## src/design/scf_pkg.sv

```systemverilog
// Shared constants and types for the segment pair crossing block.
package scf_pkg;

  localparam int COORD_W  = 32;
  localparam int FRAC_W   = 16;
  localparam int DIR_W    = COORD_W + 1;
  localparam int PROD_W   = 2 * DIR_W;
  localparam int DEN_W    = PROD_W + 1;
  localparam int MAG_W    = PROD_W;
  localparam int QUOT_W   = 32;
  localparam int MARGIN_W = 15;
  localparam int THR_W    = 32;
  localparam int CFG_W    = 32;
  localparam int IDX_W    = 1;
  localparam int QDEPTH   = 8;
  localparam int QPTR_W   = $clog2(QDEPTH);
  localparam int QCNT_W   = QPTR_W + 1;
  localparam int SUM_W    = COORD_W + 3;
  localparam int MUL_W    = DIR_W + QUOT_W;

  localparam logic [IDX_W-1:0] REG_END_MARGIN = 1'b0;
  localparam logic [IDX_W-1:0] REG_PAR_THR    = 1'b1;

  localparam logic [MARGIN_W-1:0] MARGIN_RST = 15'd1311;
  localparam logic [THR_W-1:0]    THR_RST    = 32'd4;

  typedef struct packed {
    logic signed [COORD_W-1:0] start_x;
    logic signed [COORD_W-1:0] start_y;
    logic signed [DIR_W-1:0]   dir_ax;
    logic signed [DIR_W-1:0]   dir_ay;
    logic signed [DIR_W-1:0]   dir_bx;
    logic signed [DIR_W-1:0]   dir_by;
    logic [MAG_W-1:0]          den;
    logic [MAG_W-1:0]          tn;
    logic [MAG_W-1:0]          un;
    logic                      ok;
  } entry_t;

  typedef struct packed {
    logic              head_valid;
    logic [QCNT_W-1:0] count;
  } qstat_t;

endpackage

```

## src/design/scf_queue.sv

```systemverilog
// Request queue between the front and back parts.
module scf_queue (
  input  logic            clk,
  input  logic            rst,
  input  logic            push,
  input  scf_pkg::entry_t push_data,
  input  logic            pop,
  output scf_pkg::entry_t head,
  output scf_pkg::qstat_t qstat
);

  scf_pkg::entry_t slots [scf_pkg::QDEPTH];
  logic [scf_pkg::QPTR_W-1:0] wr_ptr, rd_ptr;
  logic [scf_pkg::QCNT_W-1:0] count;

  always_ff @(posedge clk) begin
    if (rst) begin
      wr_ptr <= '0;
      rd_ptr <= '0;
      count  <= '0;
    end else begin
      if (push) wr_ptr <= wr_ptr + 1'b1;
      if (pop) rd_ptr <= rd_ptr + 1'b1;
      count <= count + scf_pkg::QCNT_W'(push) - scf_pkg::QCNT_W'(pop);
    end
  end

  always_ff @(posedge clk) begin
    if (push) slots[wr_ptr] <= push_data;
  end

  assign head             = slots[rd_ptr];
  assign qstat.count      = count;
  assign qstat.head_valid = count != '0;

endmodule

```

## config.mk

```make
export PLATFORM = sky130hd
export DESIGN_NAME = scf_queue
export DESIGN_NICKNAME = d
export VERILOG_FILES = /design/src/design/scf_pkg.sv /design/src/design/scf_queue.sv
export SDC_FILE = /design/constraint.sdc
export NUM_CORES = 2
export LEC_CHECK = 0
export BUFFER_PORTS_ARGS = -buffer_cell sky130_fd_sc_hd__clkbuf_2
export CORE_UTILIZATION = 55
export DETAILED_ROUTE_END_ITERATION = 8
export GPL_ROUTABILITY_DRIVEN = 0
export GPL_TIMING_DRIVEN = 0
export MAX_ROUTING_LAYER = met4
export PLACE_DENSITY_LB_ADDON = 0.12
export SYNTH_ARGS = -nofsm -noshare
export SYNTH_HDL_FRONTEND = slang
export SYNTH_SLANG_ARGS = --single-unit
export TNS_END_PERCENT = 10
```

## constraint.sdc

```tcl
create_clock -name clk -period 36.2 [get_ports clk]
set_input_delay 5.43 -clock clk [delete_from_list [all_inputs] [get_ports clk]]
set_output_delay 5.43 -clock clk [all_outputs]
set_load 0.01 [all_outputs]
```

# ---- Word-level counts from Yosys, hierarchy flattened
# Memory sizes are Yosys's and may differ from the RTL's. A register that Yosys moved wholly into a read port is not among the register bits.
# Cells that the tools add are included.
dict set report word_totals {
  ff_bits 10
  latch_bits 0
  wordCells 13
  input_bits 399
  memories 1
  mem_bits_ro 0
  mem_bits_rw 3160
  output_inout_bits 400
}
dict set report classes {
  magnitude_cmp 0
  shifts 0
  div_mod_pow 0
  bitwise_logic 0
  n_addsub 4
  mux 4
  eq_ne 0
  reduce_logical 1
  mul 0
}
# memory depth width rd rd_ports_with_merged_regs write_ports line
set memory_table {}
lappend memory_table {slots 8 395 1 1 1 scf_queue.sv:12} ;# scf_pkg::entry_t slots [scf_pkg::QDEPTH];
# operator count
set op_table {}
lappend op_table {{adder 3 x 1 -> 3 bit (second input constant)} 2}
lappend op_table {{2-to-1 mux 3 bit} 2}
lappend op_table {{adder 4 x 1 -> 4 bit} 1}
lappend op_table {{nonzero test 4 bit} 1}
lappend op_table {{subtractor 4 x 1 -> 4 bit} 1}
lappend op_table {{2-to-1 mux 1 bit} 2}

# ---- Depth between registers and ports, before layout
dict set report logic_depth {
  depth_word 3
  depth_mapped 8
}

# ---- Least setup slack after synthesis
# Ideal clock, no wire load.
dict set report synth_timing {
  path_type {input -> register}
  from {input port push}
  to {memory slots[0][0] (netlist bit), enable pin}
  arrival_ns 32.056
  required_time_ns 34.563
  stages 2
  setup_slack_ns 2.506
  path_buffers 0
  path_cell_list {nand2b_1 nor3_1}
}
dict set report synth_via {
  elab_chain_cells 2
}
# element line
set synth_rtl {}
lappend synth_rtl {{start, declared} scf_queue.sv:5} ;# input logic push,
lappend synth_rtl {{2-to-1 mux 1 bit} scf_queue.sv:29} ;# if (push) slots[wr_ptr] <= push_data;
lappend synth_rtl {{2-to-1 mux 1 bit (not written as such)} scf_queue.sv:29}
lappend synth_rtl {{end, declared} scf_queue.sv:12}
# Every way passes these cells.

==> metrics <==
unrepaired setup endpoints after global routing=no; worst path cell trace=clkbuf_1, clkbuf_1, clkbuf_1, mux2_2, clkbuf_2; FF+latch area=approximately 95000 um2; share of cells above drive strength 1=0.441; pwr dens=57.4 nW/um2; die height=467 um; Slew headroom=0.132; pre-CTS setup slack=27.07 ns; VDD IR max=0.0573 mV; worst path arrival time=4.55 ns; Core Rows=170; CTS sink count=~3200; total routed wirelength=around 270000 um; Clk pin slew, worst setup/hold paths=0.06 ns; clock latency on the worst-skew pair=0.95 ns; post-synthesis register bit count=3173; DRC viols=0; Pleak=45.2 nW; synth unique cells=22; hpwl dp=~180000 um; drt pass-1 iters=8; number of CTS-inserted buffers=330; most used cell, CP=clkbuf_1; Max Fclk=between 0.1 and 0.15 GHz; antenna violations before repair=99; mapped cell area=119000 um2; Design Power=0.00807 W; total gr overflow=0; Worst Hold Class=flop to flop; Req. time, crit path=30.77 ns; Vias=54200; initial core utilization=0.553; Nets=between 6000 and 7000; CTS root buf=clkbuf_16; final hold vios=0; WS Path Type=flop to output port; Seq/Total Area, Yosys=0.801; Setup Buffers After CTS=0; Final WS setup=26.22 ns; Buffers on Ports=798; vias in the first global route=55400; Total GRT Usage=0.260; Filler Cell Count=13800; syn nets=5040; TritonCTS clock tree=done; top fanout value on the critical path=10; Final Slew Violations=0; fin crit share=0.276; DIE AREA=218000 um2; Startpoint Class=flop; DIE WIDTH=467 um; setup violators final=0; setup total negative slack=0 ns; cell count after synthesis=4633; Post-Route Utilization=0.655; hold buffer count at cts=0; Core Region=~210000 um2; Max Cap Viol=0; synth-to-layout area growth=18.3%; Worst-Margin Slew=1.30 ns; largest net degree at the start of global routing=27; Bufs on Longest Clock Path=4; skew final=0.0675 ns; warnings from Yosys=0; first-pass GRT wire length=390000 um; R2R Setup Slk=33.12 ns; IO Pins=799; DR WL/cell=roughly 30 um; slowest CP cell=clkbuf_1; DRT iter0 DRCs=4886; CTS-repair resized insts=0; most common cell after layout, fill and taps aside=edfxtp_1; status=finished, final reports clean; Crit path largest cell delay=1.03 ns; most frequent cells in the layout=edfxtp_1, clkbuf_2, mux4_2, mux2_2, clkbuf_16; clock period minus worst slack=roughly 10 ns; post-route antenna net violation count=0; vias per cell=about 6; crit end category=output port; htree depth=5; Mapped Avg Cell Area=around 26 um2; Multi-input gate area=about 23000 um2
==> power by group <==
| part | switching, W | internal, W | total, W |
|---|---|---|---|
| clock network | 0.00133 | 0.00189 | 0.00322 |
| registers | 0.0000193 | 0.00414 | 0.00416 |
| logic | 0.000383 | 0.000306 | 0.000688 |
| total | 0.00173 | 0.00633 | 0.00807 |
==> kinds of logic (layout without fill, tap and decap cells) <==
| kind of cell | after synthesis | count (layout) | synth area share |
|---|---|---|---|
| buffers and inverters | 228 | 1824 | 0.00883 |
| AOI/OAI and AO/OA | 3 | 3 | 0.000158 |
| DFF | 3173 | 3173 | 0.801 |
| adders and majority gates | 8 | 8 | 0.000906 |
| other | 0 | 93 | 0 |
| xor gates and xnor gates | 5 | 5 | 0.000369 |
| and+or+nand+nor | 29 | 29 | 0.00106 |
| muxes | 1187 | 1187 | 0.187 |
==> flip-flops by register name, summed over array words and instances, names as in the netlist, named ones only <==
signal	cells
slots	3160
count	4
rd_ptr	3
wr_ptr	3
==> synthesized netlist by cell type <==
master | number | area [um2]
edfxtp_1 | 3160 | 94900
mux4_2 | 790 | 17800
mux2_2 | 395 | 4450
clkbuf_1 | 113 | 424
buf_2 | 82 | 410
nor2_1 | 16 | 60.1
buf_1 | 14 | 52.6
dfxtp_1 | 13 | 260
buf_6 | 12 | 135
ha_1 | 7 | 87.6
inv_1 | 7 | 26.3
nand2_1 | 4 | 15.0
nand2b_1 | 4 | 25.0
xor2_1 | 3 | 26.3
a21oi_1 | 2 | 10.0
mux2i_1 | 2 | 20.0
nand3_1 | 2 | 10.0
nor3_1 | 2 | 10.0
xnor2_1 | 2 | 17.5
a31o_2 | 1 | 8.76
fa_1 | 1 | 20.0
nor2b_1 | 1 | 6.26
==> worst paths after layout <==
check	from	endpoint	depth (start not counted)
setup / recovery	flop	head[96]	5
hold / removal	wr_ptr[2]$_SDFFE_PP0P_	wr_ptr[2]$_SDFFE_PP0P_	2
hold reg to reg	wr_ptr[2]$_SDFFE_PP0P_	wr_ptr[2]$_SDFFE_PP0P_	2
setup reg to reg	wr_ptr[2]$_SDFFE_PP0P_	slots[0][156]$_DFFE_PP_	9
==> per-stage QoR <==
stage / area, um2 / hold slack (ns) / std cells
6_report: 140000 / 0.554 / 9160
3_3_place_gp: 126000 / 0.510 / 8269
3_5_place_dp: 130000 / 0.523 / 8489
2_1_floorplan: 119000 / 0.485 / 4633
5_1_grt: 140000 / 0.592 / 9142
4_1_cts: 140000 / 0.550 / 9067
==> final cells by class <==
class,instances,share of cell area
Antenna cell,93,0.00166
Buffer,221,0.00729
Clock buffer,406,0.0622
Clock inverter,172,0.0105
Inverter,7,0.000187
Multi-Input combinational cell,1232,0.161
Sequential cell,3173,0.677
Tap cell,2838,0.0253
Timing Repair Buffer,1018,0.0548
==> routing by layer <==
layer	track usage	wire, um	share of wire	vias to the layer above
met5	-	0	0	-
met4	0.0878	8130	0.030	0
met3	0.0846	26000	0.095	398
met2	0.389	132000	0.48	1851
met1	0.339	107000	0.39	29000
li1	-	-	-	23000
==> critical path: cells and delay by family, from the launching register on <==
kind,cells,cell delay (ns)
flip-flops,1,0.31
multiplexers,1,0.41
buffers and inverters,4,2.92
No activity file was read; power rests on OpenSTA's default activity.
